===== src/dmm_pkg.sv =====
// Shared widths, reset values and register indexes of the differential motor mixer.
package dmm_pkg;

  localparam int unsigned DemandW  = 17;
  localparam int unsigned DutyW    = 15;
  localparam int unsigned ShiftW   = 3;
  localparam int unsigned SmoothW  = 19;
  localparam int unsigned CfgDataW = 15;

  localparam logic [DutyW-1:0]  FullScaleRst   = 15'd25600;
  localparam logic [ShiftW-1:0] SmoothShiftRst = 3'd2;

  typedef enum logic [0:0] {
    CFG_FULL_SCALE   = 1'b0,
    CFG_SMOOTH_SHIFT = 1'b1
  } cfg_idx_e;

endpackage


===== src/differential_motor_mixer_top.sv =====
// Differential motor mixer: demand clamp with spill-over, smoothing and duty generation.
//
// Usage: a demand pair enters on the in_* valid/ready channel; each item yields
// one result on the out_* channel carrying forward and reverse duties for the
// left and right motor. Configuration (full scale, smoothing shift) is written
// on the cfg_* channel, which is always ready; write it only while no item is
// in flight.
// Path: an accepted item passes four register levels: input, left clamp and
// spill, right clamp and spill with the opposite-sign rule, and the
// smoothed-value registers, which also serve as the result register. The
// duties are decoded from the smoothed values on the way out.
// Throughput: one item per cycle while the receiver keeps out_ready_i high.
// Reset: both smoothed values clear to zero, full scale returns to 25600 and
// the shift to 2, and the pipeline empties.
// Stall: when the receiver holds out_ready_i low, the result holds and the
// stages behind it keep filling; in_ready_o falls once all four levels hold
// an item.
module differential_motor_mixer_top (
  input  logic                                 clk_i,
  input  logic                                 rst_ni,
  input  logic                                 in_valid_i,
  output logic                                 in_ready_o,
  input  logic signed [dmm_pkg::DemandW-1:0]   left_demand_i,
  input  logic signed [dmm_pkg::DemandW-1:0]   right_demand_i,
  output logic                                 out_valid_o,
  input  logic                                 out_ready_i,
  output logic        [dmm_pkg::DutyW-1:0]     left_forward_duty_o,
  output logic        [dmm_pkg::DutyW-1:0]     left_reverse_duty_o,
  output logic        [dmm_pkg::DutyW-1:0]     right_forward_duty_o,
  output logic        [dmm_pkg::DutyW-1:0]     right_reverse_duty_o,
  input  logic                                 cfg_valid_i,
  output logic                                 cfg_ready_o,
  input  dmm_pkg::cfg_idx_e                    cfg_index_i,
  input  logic        [dmm_pkg::CfgDataW-1:0]  cfg_data_i
);
  import dmm_pkg::*;

  localparam int unsigned BRightW = DemandW + 1;   // right side after the left spill
  localparam int unsigned CRightW = DutyW + 1;     // right side clamped to full scale
  localparam int unsigned WideW   = SmoothW + 1;

  function automatic logic [DutyW-1:0] sat_mag(logic signed [SmoothW-1:0] q,
                                               logic [DutyW-1:0] fs);
    logic [SmoothW-1:0] mag;
    begin
      mag = q[SmoothW-1] ? SmoothW'(-q) : SmoothW'(q);
      return (mag > SmoothW'(fs)) ? fs : mag[DutyW-1:0];
    end
  endfunction

  // Configuration registers.
  logic [DutyW-1:0]  full_scale_q;
  logic [ShiftW-1:0] smooth_shift_q;

  assign cfg_ready_o = 1'b1;

  always_ff @(posedge clk_i or negedge rst_ni) begin
    if (!rst_ni) begin
      full_scale_q   <= FullScaleRst;
      smooth_shift_q <= SmoothShiftRst;
    end else if (cfg_valid_i) begin
      unique case (cfg_index_i)
        CFG_FULL_SCALE:   full_scale_q   <= cfg_data_i[DutyW-1:0];
        CFG_SMOOTH_SHIFT: smooth_shift_q <= cfg_data_i[ShiftW-1:0];
        default: ;
      endcase
    end
  end

  // Pipeline flow control.
  logic a_valid_q, b_valid_q, c_valid_q, out_valid_q;
  logic a_free, b_free, c_free, out_free;

  assign out_free   = !out_valid_q || out_ready_i;
  assign c_free     = !c_valid_q || out_free;
  assign b_free     = !b_valid_q || c_free;
  assign a_free     = !a_valid_q || b_free;
  assign in_ready_o = a_free;

  always_ff @(posedge clk_i or negedge rst_ni) begin
    if (!rst_ni) begin
      a_valid_q   <= 1'b0;
      b_valid_q   <= 1'b0;
      c_valid_q   <= 1'b0;
      out_valid_q <= 1'b0;
    end else begin
      if (a_free)   a_valid_q   <= in_valid_i;
      if (b_free)   b_valid_q   <= a_valid_q;
      if (c_free)   c_valid_q   <= b_valid_q;
      if (out_free) out_valid_q <= c_valid_q;
    end
  end

  // Input registers.
  logic signed [DemandW-1:0] a_left_q, a_right_q;

  always_ff @(posedge clk_i) begin
    if (in_valid_i && a_free) begin
      a_left_q  <= left_demand_i;
      a_right_q <= right_demand_i;
    end
  end

  // Left clamp; the excess beyond full scale moves to the right side.
  logic signed [BRightW-1:0] fs_b, a_l_ext, a_r_ext, l_over, l_under;
  logic signed [DemandW-1:0] b_left_d, b_left_q;
  logic signed [BRightW-1:0] b_right_d, b_right_q;

  always_comb begin
    fs_b    = signed'(BRightW'(full_scale_q));
    a_l_ext = BRightW'(a_left_q);
    a_r_ext = BRightW'(a_right_q);
    l_over  = a_l_ext - fs_b;
    l_under = a_l_ext + fs_b;
    if (l_over > 0) begin
      b_left_d  = DemandW'(fs_b);
      b_right_d = a_r_ext - l_over;
    end else if (l_under < 0) begin
      b_left_d  = DemandW'(-fs_b);
      b_right_d = a_r_ext - l_under;
    end else begin
      b_left_d  = a_left_q;
      b_right_d = a_r_ext;
    end
  end

  always_ff @(posedge clk_i) begin
    if (a_valid_q && b_free) begin
      b_left_q  <= b_left_d;
      b_right_q <= b_right_d;
    end
  end

  // Right clamp with spill into the left side, then the opposite-sign rule.
  logic signed [WideW-1:0]   fs_c, b_l_ext, b_r_ext, r_over, r_under;
  logic signed [SmoothW-1:0] l_mix, c_left_d, c_left_q;
  logic signed [CRightW-1:0] r_mix, c_right_d, c_right_q;

  always_comb begin
    fs_c    = signed'(WideW'(full_scale_q));
    b_l_ext = WideW'(b_left_q);
    b_r_ext = WideW'(b_right_q);
    r_over  = b_r_ext - fs_c;
    r_under = b_r_ext + fs_c;
    if (r_over > 0) begin
      l_mix = SmoothW'(b_l_ext - r_over);
      r_mix = CRightW'(fs_c);
    end else if (r_under < 0) begin
      l_mix = SmoothW'(b_l_ext - r_under);
      r_mix = CRightW'(-fs_c);
    end else begin
      l_mix = SmoothW'(b_l_ext);
      r_mix = CRightW'(b_r_ext);
    end
    c_left_d  = l_mix;
    c_right_d = r_mix;
    if (l_mix < 0 && r_mix > 0) begin
      c_left_d = '0;
    end
    if (l_mix > 0 && r_mix < 0) begin
      c_right_d = '0;
    end
  end

  always_ff @(posedge clk_i) begin
    if (b_valid_q && c_free) begin
      c_left_q  <= c_left_d;
      c_right_q <= c_right_d;
    end
  end

  // First-order smoothing; the arithmetic shift rounds toward minus infinity.
  logic signed [SmoothW-1:0] left_smooth_q, right_smooth_q;
  logic signed [SmoothW-1:0] left_smooth_d, right_smooth_d;
  logic signed [WideW-1:0]   diff_l, diff_r, step_l, step_r;

  always_comb begin
    diff_l         = WideW'(c_left_q) - WideW'(left_smooth_q);
    diff_r         = WideW'(c_right_q) - WideW'(right_smooth_q);
    step_l         = diff_l >>> smooth_shift_q;
    step_r         = diff_r >>> smooth_shift_q;
    left_smooth_d  = SmoothW'(WideW'(left_smooth_q) + step_l);
    right_smooth_d = SmoothW'(WideW'(right_smooth_q) + step_r);
  end

  always_ff @(posedge clk_i or negedge rst_ni) begin
    if (!rst_ni) begin
      left_smooth_q  <= '0;
      right_smooth_q <= '0;
    end else if (c_valid_q && out_free) begin
      left_smooth_q  <= left_smooth_d;
      right_smooth_q <= right_smooth_d;
    end
  end

  // Duty decode from the held smoothed values.
  logic left_pos, right_pos;
  logic [DutyW-1:0] left_sat, right_sat;

  assign left_pos  = !left_smooth_q[SmoothW-1] && (left_smooth_q != '0);
  assign right_pos = !right_smooth_q[SmoothW-1] && (right_smooth_q != '0);
  assign left_sat  = sat_mag(left_smooth_q, full_scale_q);
  assign right_sat = sat_mag(right_smooth_q, full_scale_q);

  assign out_valid_o          = out_valid_q;
  assign left_forward_duty_o  = left_pos  ? left_sat  : '0;
  assign left_reverse_duty_o  = left_pos  ? '0 : left_sat;
  assign right_forward_duty_o = right_pos ? right_sat : '0;
  assign right_reverse_duty_o = right_pos ? '0 : right_sat;

endmodule


===== config.mk =====
export PLATFORM = sky130hd
export DESIGN_NAME = differential_motor_mixer_top
export DESIGN_NICKNAME = d
export VERILOG_FILES = /design/src/dmm_pkg.sv /design/src/differential_motor_mixer_top.sv
export SDC_FILE = /design/constraint.sdc
export NUM_CORES = 1
export LEC_CHECK = 0
export BUFFER_PORTS_ARGS = -buffer_cell sky130_fd_sc_hd__buf_2
export CAP_MARGIN = 20
export CORE_ASPECT_RATIO = 2
export CORE_MARGIN = 5
export CORE_UTILIZATION = 35
export CTS_CLUSTER_DIAMETER = 30
export DETAILED_ROUTE_END_ITERATION = 6
export GPL_ROUTABILITY_DRIVEN = 0
export PLACE_DENSITY_LB_ADDON = 0.2
export SLEW_MARGIN = 20
export SYNTH_ARGS = -nofsm -noshare
export SYNTH_HDL_FRONTEND = slang
export SYNTH_SLANG_ARGS = --single-unit

===== constraint.sdc =====
create_clock -name clk_i -period 7.2 [get_ports clk_i]
set_input_delay 1.44 -clock clk_i [delete_from_list [all_inputs] [get_ports clk_i]]
set_output_delay 1.44 -clock clk_i [all_outputs]
set_load 0.01 [all_outputs]

Word level (Yosys, flattened, before mapping)
Cells that the tools add are included.
- memory bits (writable): 0
- output and inout port bits: 63
- bits in read-only memories: 0
- input bits: 55
- memories kept: 0
- bits in registers: 164
- word-level logic and storage cells: 82
- bits in latches: 0
- muxes and demuxes: 16
- eq/ne operators: 0
- $mul: 0
- $lt $le $gt $ge: 10
- bitwise operators: 1
- add/subtract/negate cells: 16
- shift-type cells: 2
- div/mod/pow operators: 0
- reductions and logical operators: 22
- operators by type and width (operator ; count):
    15-bit 2-to-1 mux ; 7
    19-bit 2-to-1 mux ; 4
    20-bit by 3-bit >>> shifter with 19-bit output ; 2
    19-bit adder ; 2
    19-bit by 1-bit > comparator with 1-bit output, second input constant ; 2
    19-bit by 15-bit > comparator with 1-bit output ; 2
    19-bit by 1-bit < comparator with 1-bit output, second input constant ; 2
    19-bit negation ; 2
    19-bit nonzero test ; 2
    17-bit by 19-bit subtractor with 19-bit output ; 2
    18-bit 2-to-1 mux ; 2
    17-bit by 18-bit subtractor with 18-bit output ; 2
    16-bit 2-to-1 mux ; 2
    16-bit by 19-bit subtractor with 20-bit output ; 1
    19-bit by 19-bit subtractor with 20-bit output ; 1
    18-bit by 16-bit adder with 19-bit output ; 1
    18-bit by 16-bit subtractor with 19-bit output ; 1
    17-bit by 16-bit adder with 18-bit output ; 1
    18-bit by 1-bit > comparator with 1-bit output, second input constant ; 1
    18-bit by 1-bit < comparator with 1-bit output, second input constant ; 1
    17-bit by 16-bit subtractor with 18-bit output ; 1
    17-bit 2-to-1 mux ; 1
    15-bit negation with 17-bit output ; 1
    16-bit by 1-bit > comparator with 1-bit output, second input constant ; 1
    other kinds (7) ; 23

Depth between registers and ports, before layout
Gate-level depths: netlist (run 1).
- depth after elaboration: 6
- gate-level depth with buffers: 28
- mapped depth without buffers: 28

Worst setup path after synthesis (run 1)
OpenSTA, ideal clock, no wires.
- kind: flip-flop to flip-flop
- start point: register right_smooth_q[0]
- end point: register right_smooth_q[18]
- period minus slack after synthesis: 5596 ps
- data required time: 7077 ps
- cell stages (with the launch flop): 28
- library setup time: 123 ps
- slack: 1604 ps
- data arrival time: 5473 ps
- buffers on the path: 0
- cell sequence: dfrtp_1 > ha_1 > inv_1 > fa_1 > a21o_1 > a21oi_1 > o21bai_1 > a21oi_1 > o21bai_1 > a21oi_1 > xnor2_1 > mux2_2 > nor2_1 > a21oi_1 > mux2_2 > fa_1 > a21o_1 > a21oi_1 > nor2b_1 > o21a_1 > o41a_1 > a41o_1 > o41ai_1 > o21ai_0 > o41ai_1 > or2_2 > mux2i_1 > xnor2_1
- longest elaborated chain between the ends: 3
- ends and longest elaborated chain (element ; RTL line ; text):
    start, declared ; differential_motor_mixer_top.sv:173 ; logic signed [SmoothW-1:0] left_smooth_q, right_smooth_q;
    start signal, assigned ; differential_motor_mixer_top.sv:192 ; right_smooth_q <= right_smooth_d;
    16-bit by 19-bit subtractor with 20-bit output ; differential_motor_mixer_top.sv:179 ; diff_r = WideW'(c_right_q) - WideW'(right_smooth_q);
    20-bit by 3-bit >>> shifter with 19-bit output ; differential_motor_mixer_top.sv:181 ; step_r = diff_r >>> smooth_shift_q;
    19-bit adder (*) ; differential_motor_mixer_top.sv:183 ; right_smooth_d = SmoothW'(WideW'(right_smooth_q) + step_r);
Mark *: on every way between the ends. The rest lies on a longest branch, timed or not.
A chain may end at the register's enable or synchronous reset.

Worst setup path after layout (run 1)
- start point: register full_scale_q[1]
- end point: register c_right_q[1] (data pin)
- longest elaborated chain between the ends: 6
- elaborated cells between the ends (all ways): 14
- those cells by class: add/sub (5); order compare (4); mux (4); reduce/logical (1)
- ends and longest elaborated chain (element ; RTL line ; text):
    start, declared ; differential_motor_mixer_top.sv:52 ; logic [DutyW-1:0] full_scale_q;
    start signal, assigned ; differential_motor_mixer_top.sv:59 ; full_scale_q <= FullScaleRst;
    start signal, assigned ; differential_motor_mixer_top.sv:63 ; CFG_FULL_SCALE: full_scale_q <= cfg_data_i[DutyW-1:0];
    18-bit by 16-bit adder with 19-bit output ; differential_motor_mixer_top.sv:144 ; r_under = b_r_ext + fs_c;
    17-bit by 19-bit subtractor with 19-bit output or 19-bit by 1-bit < comparator with 1-bit output (tied branches) ; differential_motor_mixer_top.sv:149, differential_motor_mixer_top.sv:148 ;
    19-bit 2-to-1 mux or 16-bit 2-to-1 mux (tied branches) ; differential_motor_mixer_top.sv:148 ; end else if (r_under < 0) begin
    19-bit 2-to-1 mux or 16-bit 2-to-1 mux (tied branches) ; differential_motor_mixer_top.sv:145 ; if (r_over > 0) begin
    19-bit by 1-bit > comparator with 1-bit output or 16-bit by 1-bit < comparator with 1-bit output (tied branches) ; differential_motor_mixer_top.sv:160 ; if (l_mix > 0 && r_mix < 0) begin
    1-bit logical AND ; differential_motor_mixer_top.sv:160 ;
    end signal, assigned ; differential_motor_mixer_top.sv:168 ; c_right_q <= c_right_d;
    end, declared ; differential_motor_mixer_top.sv:137 ; logic signed [CRightW-1:0] r_mix, c_right_d, c_right_q;
Several ways; a longest one is shown, not always the timed one.

==> flow_metrics.py, run 1 <==
metrics = {
    "clock_network": {
        "htreeDepth": 4,
        "cts-buffers-inserted": 17,
        "clk_pin_slew_ns": 0.08,
        "holdBufCountCts": 0,
        "cts_resized": 0,
        "clock_path_buffers": 2,
        "cts_root_buffer": "clkbuf_16",
        "post_cts_buffers": 0,
        "clock_sinks": 164,
        "insertion_delay_ns": 0.47,
        "cts_tree": "done",
    },
    "global_routing": {
        "overflow": 0,
        "track_usage": 0.245,
        "grt_pass1_wl_um": 116000,
        "antenna_found_initial": 0,
        "grt_pass1_vias": 19759,
        "grt_max_degree": 61,
    },
    "die": {
        "num_rows": 124,
        "die-area_mm2": 0.0625,
        "core_mm2": 0.0569,
        "start_util": 0.352,
        "fp.dieH_um": 349,
        "boundaryPins": 118,
        "die-width_um": 179,
    },
    "logic_synthesis": {
        "synthesis.nets": 2757,
        "synth.distinct_cells": 86,
        "synth_area_mm2": 0.0201,
        "ys_top_cells_by_area": "edfxtp_1 (16%), ha_1 (15%), dfrtp_1 (7.0%), xnor2_1 (5.6%), nor2_1 (5.1%)",
        "yosysWarnings": 0,
        "yosys.area.top_type": "edfxtp_1",
        "ys_ff_latch": 164,
        "seq_area_frac_synth": 0.231,
        "avgSynthCellArea_um2": 8.16,
        "synth-edff-count": 104,
        "synth.top_cell.area_share": 0.156,
        "ys.flop_type": "edfxtp_1",
        "syn_inst": 2456,
        "ys_async_sr_fraction": 0.366,
    },
    "timing": {
        "fin_skew_ns": 0.0184,
        "drv_slew": 0,
        "setup-violations-final": 0,
        "worstMarginPinSlew_ns": 1.17,
        "relSlewSlack": 0.213,
        "setup_tns_ns": 0,
        "period_needed_ns": 6.57,
        "rsz0062_at_grt": "no",
        "finalHoldViolCount": 0,
        "fmax_mhz": 152,
        "fin_crit_sh": 0.912,
    },
    "setup_path": {
        "max_stage_delay_ns": 0.64,
        "worstPathArrival_ns": 6.83,
        "reg2reg_depth": 19,
        "crit_family": "compound AO/OA/AOI/OAI gates",
        "cp_max_fo": 12,
        "cp_cell_sequence": "inv_1 -> ha_1 -> nor2b_1 -> o31ai_2 -> mux2_2 -> a2111oi_2 -> ha_1 -> o21ai_0 -> nand2b_1 -> o41a_1 -> a211oi_1 -> o21ai_0 -> a311oi_1 -> o31a_1 -> a221oi_1 -> mux2i_1 -> o2111ai_1 -> o311a_1 -> a311oi_1",
        "rrSetupSlack_ns": 0.63,
        "crit_path_start_kind": "register",
        "crit_buf_inv": 1,
        "path_class": "reg -> reg",
        "cp.required_ns": 7.47,
        "slowest_stage": "o311a_1",
        "worstReg2RegEnd": "c_right_q[1]$_SDFFCE_PP0P_",
        "timing.rr.start": "full_scale_q[1]$_DFFE_PN0P_",
        "crit_path_end_kind": "register",
    },
    "routing": {
        "drc": 0,
        "drt_iter0_drc": 1264,
        "route.vias.total": 19352,
        "wire_per_inst_um": 23.3,
        "routed_wl_um": 77100,
        "antenna_left": 0,
        "dr.pass1.iters": 5,
        "vias_per_cell": 5.84,
    },
    "job": {
        "cap_violations": 0,
    },
    "finish": {
        "nets": 2848,
        "n_antenna_cell": 0,
        "layout-drive-gt1-share": 0.112,
        "area_delta_synth_final_pct": 10.8,
        "fillers": 5848,
    },
    "outcome": {
        "status": "finished clean",
    },
    "placement": {
        "post-dp-hpwl_um": 62600,
        "io_buffers": 116,
    },
    "hold_path": {
        "worstHoldStart": "a_valid_q$_DFFE_PN0N_",
        "hold_depth": 1,
        "holdPathEnd": "b_valid_q$_DFFE_PN0P_",
        "hold_path.class": "reg -> reg",
    },
}
[sequential cells by signal, summed over array words and instances (netlist names), 3 cells and up]
register,flops
a_left_q,17
a_right_q,17
b_left_q,17
b_right_q,18
c_left_q,19
c_right_q,16
full_scale_q,15
left_smooth_q,19
right_smooth_q,19
smooth_shift_q,3
[metrics by stage]
step,setup slack [ns],instances,utilization,hold slack (ns),cell area (µm²)
after floorplan,1.60,2456,-,0.449,20100
after global placement,0.919,3284,0.380,0.465,21600
after detailed placement,0.764,3284,0.380,0.480,21600
after CTS,0.700,3316,0.390,0.498,22200
after global routing,0.241,3316,0.390,0.535,22200
final,0.630,3316,0.390,0.497,22200
[cells in the final DEF, fill, tap and decap left out, types with 32 or more instances in the layout]
cell,count
a21o_1,56
a21oi_1,167
a31oi_1,33
buf_2,116
buf_4,55
dfrtp_1,56
edfxtp_1,104
ha_1,234
inv_1,147
mux2_2,34
mux2i_1,91
nand2_1,183
nand3_1,49
nor2_1,270
nor3_1,69
o21a_1,46
o21ai_0,165
or3_1,32
xnor2_1,129
xor2_1,56
[layout make-up]
| cell class | instances | area (µm²) | share of cell area |
|---|---|---|---|
| clock buffers | 21 | 494 | 0.0222 |
| inverters | 149 | 559 | 0.0252 |
| flip-flops and latches | 164 | 4630 | 0.208 |
| clock inverters | 11 | 108 | 0.00484 |
| multi-input cells | 2044 | 14500 | 0.652 |
| well taps | 756 | 946 | 0.0426 |
| repair buffers | 171 | 993 | 0.0447 |
[worst max path at each step]
stage	endpoint	cells after the start	from	slack, ns
after floorplan	right_smooth_q[18]$_DFFE_PN0P_	27	right_smooth_q[0]$_DFFE_PN0P_	1.60
after global placement	right_smooth_q[18]$_DFFE_PN0P_	27	right_smooth_q[1]$_DFFE_PN0P_	0.92
after detailed placement	right_smooth_q[18]$_DFFE_PN0P_	27	right_smooth_q[1]$_DFFE_PN0P_	0.76
after CTS	right_smooth_q[18]$_DFFE_PN0P_	27	right_smooth_q[1]$_DFFE_PN0P_	0.70
after global routing	c_right_q[1]$_SDFFCE_PP0P_	19	full_scale_q[1]$_DFFE_PN0P_	0.24
final	c_right_q[1]$_SDFFCE_PP0P_	19	full_scale_q[1]$_DFFE_PN0P_	0.63
[per-layer routing]
metal  GRT usage  vias up  routed length (µm)
li1            -     9146                   -
met1       0.240     9251               26500
met2       0.458      671               40800
met3      0.0258      284                2710
met4       0.188        0                7200
met5           0        -                   0
[synth_stat cells, types with 9 or more instances]
| cell type | number |
|---|---|
| o21a_1 | 46 |
| a221o_1 | 30 |
| o31a_1 | 11 |
| dfrtp_1 | 56 |
| nor2b_1 | 31 |
| edfxtp_1 | 104 |
| ha_1 | 234 |
| nor3_1 | 69 |
| or3_1 | 32 |
| nor2_1 | 272 |
| nand2b_1 | 28 |
| and3_1 | 24 |
| fa_1 | 12 |
| o211ai_1 | 12 |
| nor4_1 | 13 |
| o41ai_1 | 10 |
| xor2_1 | 56 |
| nand3_1 | 49 |
| a31oi_1 | 33 |
| a211oi_1 | 21 |
| o21bai_1 | 24 |
| nand2_1 | 184 |
| clkbuf_1 | 80 |
| a21o_1 | 56 |
| nand4_1 | 17 |
| a311oi_1 | 9 |
| xnor2_1 | 129 |
| o31ai_1 | 25 |
| mux2_2 | 34 |
| and2_1 | 18 |
| mux2i_1 | 91 |
| a21oi_1 | 168 |
| or2_2 | 13 |
| inv_1 | 147 |
| o21ai_0 | 165 |
[cell families (layout without fill, tap and decap cells)]
group | after synthesis | in the layout | share of synthesized area
flops | 164 | 164 | 0.231
other cells | 1 | 1 | 0.000187
mux | 126 | 126 | 0.0656
simple gates | 778 | 778 | 0.182
buf+inv | 248 | 352 | 0.0478
fa+ha+maj | 246 | 246 | 0.158
compound gates | 707 | 707 | 0.234
xor+xnor | 186 | 186 | 0.0819
Power of run 1 is not shown: default switching activity piles up to over one toggle a cycle in this logic, so the estimate is an artifact.
==> run 2: changes to the inputs <==
--- a/config.mk
+++ b/config.mk
@@ -7,6 +7,8 @@
 export LEC_CHECK = 0
 export BUFFER_PORTS_ARGS = -buffer_cell sky130_fd_sc_hd__buf_2
 export CAP_MARGIN = 20
+export CELL_PAD_IN_SITES_DETAIL_PLACEMENT = 0
+export CELL_PAD_IN_SITES_GLOBAL_PLACEMENT = 2
 export CORE_ASPECT_RATIO = 2
 export CORE_MARGIN = 5
 export CORE_UTILIZATION = 35
==> flow_metrics.py, run 2 (synthesis gave the netlist of run 1 again) <==
metrics = {
    "outcome": {
        "status": "finished clean",
    },
    "clock_network": {
        "htreeDepth": 4,
        "post_cts_buffers": 0,
        "cts-buffers-inserted": 17,
        "holdBufCountCts": 0,
        "cts_root_buffer": "clkbuf_16",
        "clk_pin_slew_ns": 0.08,
        "cts_resized": 0,
        "clock_path_buffers": 2,
        "clock_sinks": 164,
        "insertion_delay_ns": 0.49,
        "cts_tree": "done",
    },
    "global_routing": {
        "grt_pass1_vias": 19380,
        "grt_max_degree": 61,
        "overflow": 0,
        "antenna_found_initial": 0,
        "track_usage": 0.253,
        "grt_pass1_wl_um": 118000,
    },
    "finish": {
        "layout-drive-gt1-share": 0.116,
        "layout_commonest_cell": "nor2_1",
        "stdcell_area_mm2": 0.0223,
        "n_antenna_cell": 0,
        "fillers": 5944,
        "top_regs": "c_left_q (19), left_smooth_q (19), right_smooth_q (19)",
        "nets": 2858,
        "area_delta_synth_final_pct": 11.3,
        "fin_util": 0.392,
        "mostFrequentLayoutCells": "nor2_1 (270), ha_1 (234), nand2_1 (183), a21oi_1 (166), o21ai_0 (165)",
        "multi_input_area_mm2": 0.0145,
        "register_area_mm2": 0.00463,
    },
    "job": {
        "cap_violations": 0,
    },
    "setup_path": {
        "crit_path_start_kind": "register",
        "path_class": "reg -> reg",
        "worstPathArrival_ns": 6.85,
        "worstSetupStartpoint": "right_smooth_q[1]$_DFFE_PN0P_",
        "timing.rr.start": "right_smooth_q[1]$_DFFE_PN0P_",
        "crit_path_end_kind": "register",
        "cp.required_ns": 7.57,
        "worstReg2RegEnd": "right_smooth_q[18]$_DFFE_PN0P_",
        "cp_max_fo": 6,
        "reg2reg_depth": 27,
        "rrSetupSlack_ns": 0.71,
    },
    "timing": {
        "relSlewSlack": 0.290,
        "setup-violations-final": 0,
        "period_needed_ns": 6.49,
        "setup_tns_ns": 0,
        "rsz0062_at_grt": "no",
        "worstMarginPinSlew_ns": 1.05,
        "drv_slew": 0,
        "setup_ws_ns": 0.713,
        "fmax_mhz": 154,
        "fin_crit_sh": 0.901,
        "fin_skew_ns": 0.0173,
        "finalHoldViolCount": 0,
    },
    "routing": {
        "wire_per_inst_um": 24.1,
        "drc": 0,
        "routed_wl_um": 80100,
        "route.vias.total": 19021,
        "dr.pass1.iters": 5,
        "antenna_left": 0,
        "vias_per_cell": 5.72,
        "drt_iter0_drc": 1176,
    },
    "hold_path": {
        "hold_depth": 1,
        "hold_path.class": "reg -> reg",
        "worstHoldStart": "a_valid_q$_DFFE_PN0N_",
        "holdPathEnd": "b_valid_q$_DFFE_PN0P_",
    },
    "die": {
        "start_util": 0.352,
        "die-area_mm2": 0.0625,
        "boundaryPins": 118,
        "core_mm2": 0.0569,
        "fp.dieH_um": 349,
        "die-width_um": 179,
        "num_rows": 124,
    },
    "placement": {
        "placed_cell_area_mm2": 0.0217,
        "post-dp-hpwl_um": 65600,
        "io_buffers": 116,
        "pre_cts_slack_ns": 0.733,
    },
}
run 2: how the worst max path moves through the flow:
stage	to	slack (ns)
after floorplan	right_smooth_q[18]$_DFFE_PN0P_	1.60
after global placement	left_smooth_q[18]$_DFFE_PN0P_	0.85
after detailed placement	right_smooth_q[18]$_DFFE_PN0P_	0.73
after CTS	right_smooth_q[18]$_DFFE_PN0P_	0.70
after global routing	left_smooth_q[18]$_DFFE_PN0P_	0.13
final	right_smooth_q[18]$_DFFE_PN0P_	0.71
run 2: area by class of cell:
cell class | count | area share
inverters | 149 | 0.0251
clock inverters | 14 | 0.00673
multi-input cells | 2044 | 0.649
clock buffers | 18 | 0.0197
flip-flops and latches | 164 | 0.207
repair buffers | 181 | 0.0493
well taps | 756 | 0.0424
run 2: per-layer routing:
metal / part of all wire / track usage
met5: 0 / 0
met4: 0.079 / 0.169
met3: 0.033 / 0.0244
met2: 0.55 / 0.491
met1: 0.34 / 0.246
run 2: through the flow:
step / cells / hold slack [ns]
2_1_floorplan: 2456 / 0.449
3_3_place_gp: 3293 / 0.476
3_5_place_dp: 3293 / 0.491
4_1_cts: 3325 / 0.513
5_1_grt: 3326 / 0.533
6_report: 3326 / 0.504
run 2: worst max-delay path, stage by stage, from the launching register on:
cell and delay, ns:
dfrtp_1 0.47, inv_1 0.16, ha_1 0.30, nor2b_1 0.13
o21a_1 0.19, o21ai_0 0.31, a21oi_1 0.13, o21ai_0 0.19
nand2b_1 0.11, a21o_1 0.18, a21o_1 0.18, xnor2_1 0.17
o21ai_0 0.13, mux2_2 0.33, mux2_2 0.27, ha_1 0.32
a21o_1 0.19, a21oi_1 0.28, nor2b_1 0.09, o21a_1 0.19
o41a_1 0.37, a41o_1 0.30, o41ai_1 0.37, o21ai_0 0.23
o41ai_1 0.39, or2_2 0.18, mux2i_1 0.07, xnor2_1 0.14
Power of run 2 is left out for the same reason.
==> run 3: changes to the inputs <==
--- a/config.mk
+++ b/config.mk
@@ -12,10 +12,9 @@
 export CORE_ASPECT_RATIO = 2
 export CORE_MARGIN = 5
 export CORE_UTILIZATION = 35
-export CTS_CLUSTER_DIAMETER = 30
 export DETAILED_ROUTE_END_ITERATION = 6
 export GPL_ROUTABILITY_DRIVEN = 0
-export PLACE_DENSITY_LB_ADDON = 0.2
+export PLACE_DENSITY = 0.82
 export SLEW_MARGIN = 20
 export SYNTH_ARGS = -nofsm -noshare
 export SYNTH_HDL_FRONTEND = slang
==> flow_metrics.py, run 3 (synthesis gave the netlist of run 1 again) <==
metrics = {
    "setup_path": {
        "slowest_stage": "o21a_1",
        "rrSetupSlack_ns": 0.80,
        "crit_path_start_kind": "register",
        "cp_cell_sequence": "inv_1 -> ha_1 -> nand4_1 -> nand2b_1 -> o41ai_1 -> xnor2_1 -> ha_1 -> a21o_1 -> a21o_1 -> a221oi_1 -> o21a_1 -> mux2i_1 -> nor2_1 -> buf_2",
        "cp.required_ns": 5.76,
        "crit_buf_inv": 2,
        "crit_family": "compound AO/OA/AOI/OAI gates",
        "cp_max_fo": 15,
        "crit_path_end_kind": "primary output",
        "worstPathArrival_ns": 4.99,
        "path_class": "reg -> out",
        "max_stage_delay_ns": 0.81,
    },
    "die": {
        "fp.dieH_um": 349,
        "boundaryPins": 118,
        "num_rows": 124,
        "core_mm2": 0.0569,
        "start_util": 0.352,
        "die-width_um": 179,
        "die-area_mm2": 0.0625,
    },
    "placement": {
        "post-dp-hpwl_um": 63700,
        "pre_cts_slack_ns": 0.865,
        "io_buffers": 116,
        "dp.cells": 3291,
    },
    "finish": {
        "nets": 2855,
        "area_delta_synth_final_pct": 11.0,
        "mostFrequentLayoutCells": "nor2_1 (270), ha_1 (234), nand2_1 (183), a21oi_1 (167), o21ai_0 (164)",
        "final_cells": 3323,
        "top_regs": "c_left_q (19), left_smooth_q (19), right_smooth_q (19)",
        "n_antenna_cell": 0,
        "layout_commonest_cell": "nor2_1",
        "layout-drive-gt1-share": 0.114,
        "register_area_mm2": 0.00463,
        "fillers": 5815,
        "multi_input_area_mm2": 0.0145,
    },
    "clock_network": {
        "cts-buffers-inserted": 17,
        "htreeDepth": 4,
        "cts_resized": 0,
        "holdBufCountCts": 0,
        "cts_tree": "done",
        "clock_path_buffers": 2,
        "clk_pin_slew_ns": 0.07,
        "post_cts_buffers": 0,
        "insertion_delay_ns": 0.47,
        "cts_root_buffer": "clkbuf_16",
        "clock_sinks": 164,
    },
    "timing": {
        "drv_slew": 0,
        "rsz0062_at_grt": "no",
        "worstMarginPinSlew_ns": 0.970,
        "whs_ns": 0.494,
        "setup_ws_ns": 0.769,
        "finalHoldViolCount": 0,
        "fin_skew_ns": 0.0180,
        "relSlewSlack": 0.353,
        "fmax_mhz": 156,
        "setup_tns_ns": 0,
        "setup-violations-final": 0,
        "fin_crit_sh": 0.893,
        "period_needed_ns": 6.43,
    },
    "global_routing": {
        "track_usage": 0.245,
        "grt_pass1_vias": 19623,
        "grt_pass1_wl_um": 116000,
        "antenna_found_initial": 0,
        "grt_max_degree": 70,
        "overflow": 0,
    },
    "routing": {
        "routed_wl_um": 77700,
        "drc": 0,
        "route.vias.total": 19108,
        "drt_iter0_drc": 1044,
        "dr.pass1.iters": 5,
        "antenna_left": 0,
        "vias_per_cell": 5.75,
        "wire_per_inst_um": 23.4,
    },
    "hold_path": {
        "hold_path.class": "reg -> reg",
    },
    "outcome": {
        "status": "finished clean",
    },
    "job": {
        "cap_violations": 0,
    },
}
[run 3: layout make-up]
cell class,count,share of cell area
clock buffers,20,0.0211
clock inverters,12,0.00483
inverters,149,0.0251
multi-input cells,2044,0.651
flip-flops and latches,164,0.208
well taps,756,0.0425
repair buffers,178,0.0476
[run 3: metal layers]
layer / track usage / part of all wire
met1: 0.241 / 0.35
met3: 0.0193 / 0.031
met4: 0.182 / 0.089
met5: 0 / 0
met2: 0.466 / 0.53
[run 3: worst reg2reg max path: stages, from the launching register on]
cell      delay, ns
dfrtp_1        0.47
inv_1          0.16
ha_1           0.29
nor2b_1        0.13
o21a_1         0.19
o21ai_0        0.31
a21oi_1        0.15
o21ai_0        0.19
nand2b_1       0.12
a21o_1         0.18
a21o_1         0.18
xnor2_1        0.18
o21ai_0        0.13
mux2_2         0.32
mux2_2         0.28
ha_1           0.32
a21o_1         0.20
a21oi_1        0.23
nor2b_1        0.08
o21a_1         0.19
o41a_1         0.36
a41o_1         0.29
o41ai_1        0.34
o21ai_0        0.25
o41ai_1        0.37
or2_2          0.18
mux2i_1        0.07
xnor2_1        0.14
[run 3: stage by stage]
stage | cell area, µm² | util
floorplan | 20100 | -
global placement | 21700 | 0.381
detailed placement | 21700 | 0.381
CTS | 22300 | 0.391
global route | 22300 | 0.391
finish | 22300 | 0.391
[run 3: worst paths after layout]
| kind | start | endpoint | depth (start not counted) |
|---|---|---|---|
| min reg2reg | a_valid_q$_DFFE_PN0N_ | b_valid_q$_DFFE_PN0P_ | 1 |
| max reg2reg | right_smooth_q[1]$_DFFE_PN0P_ | right_smooth_q[18]$_DFFE_PN0P_ | 27 |
| min | a_valid_q$_DFFE_PN0N_ | b_valid_q$_DFFE_PN0P_ | 1 |
| max in group asynchronous | rst_ni | left_smooth_q[17]$_DFFE_PN0P_ | 2 |
| min in group asynchronous | rst_ni | right_smooth_q[13]$_DFFE_PN0P_ | 2 |
| max | left_smooth_q[1]$_DFFE_PN0P_ | left_forward_duty_o[5] | 14 |
Power of run 3 is left out for the same reason.
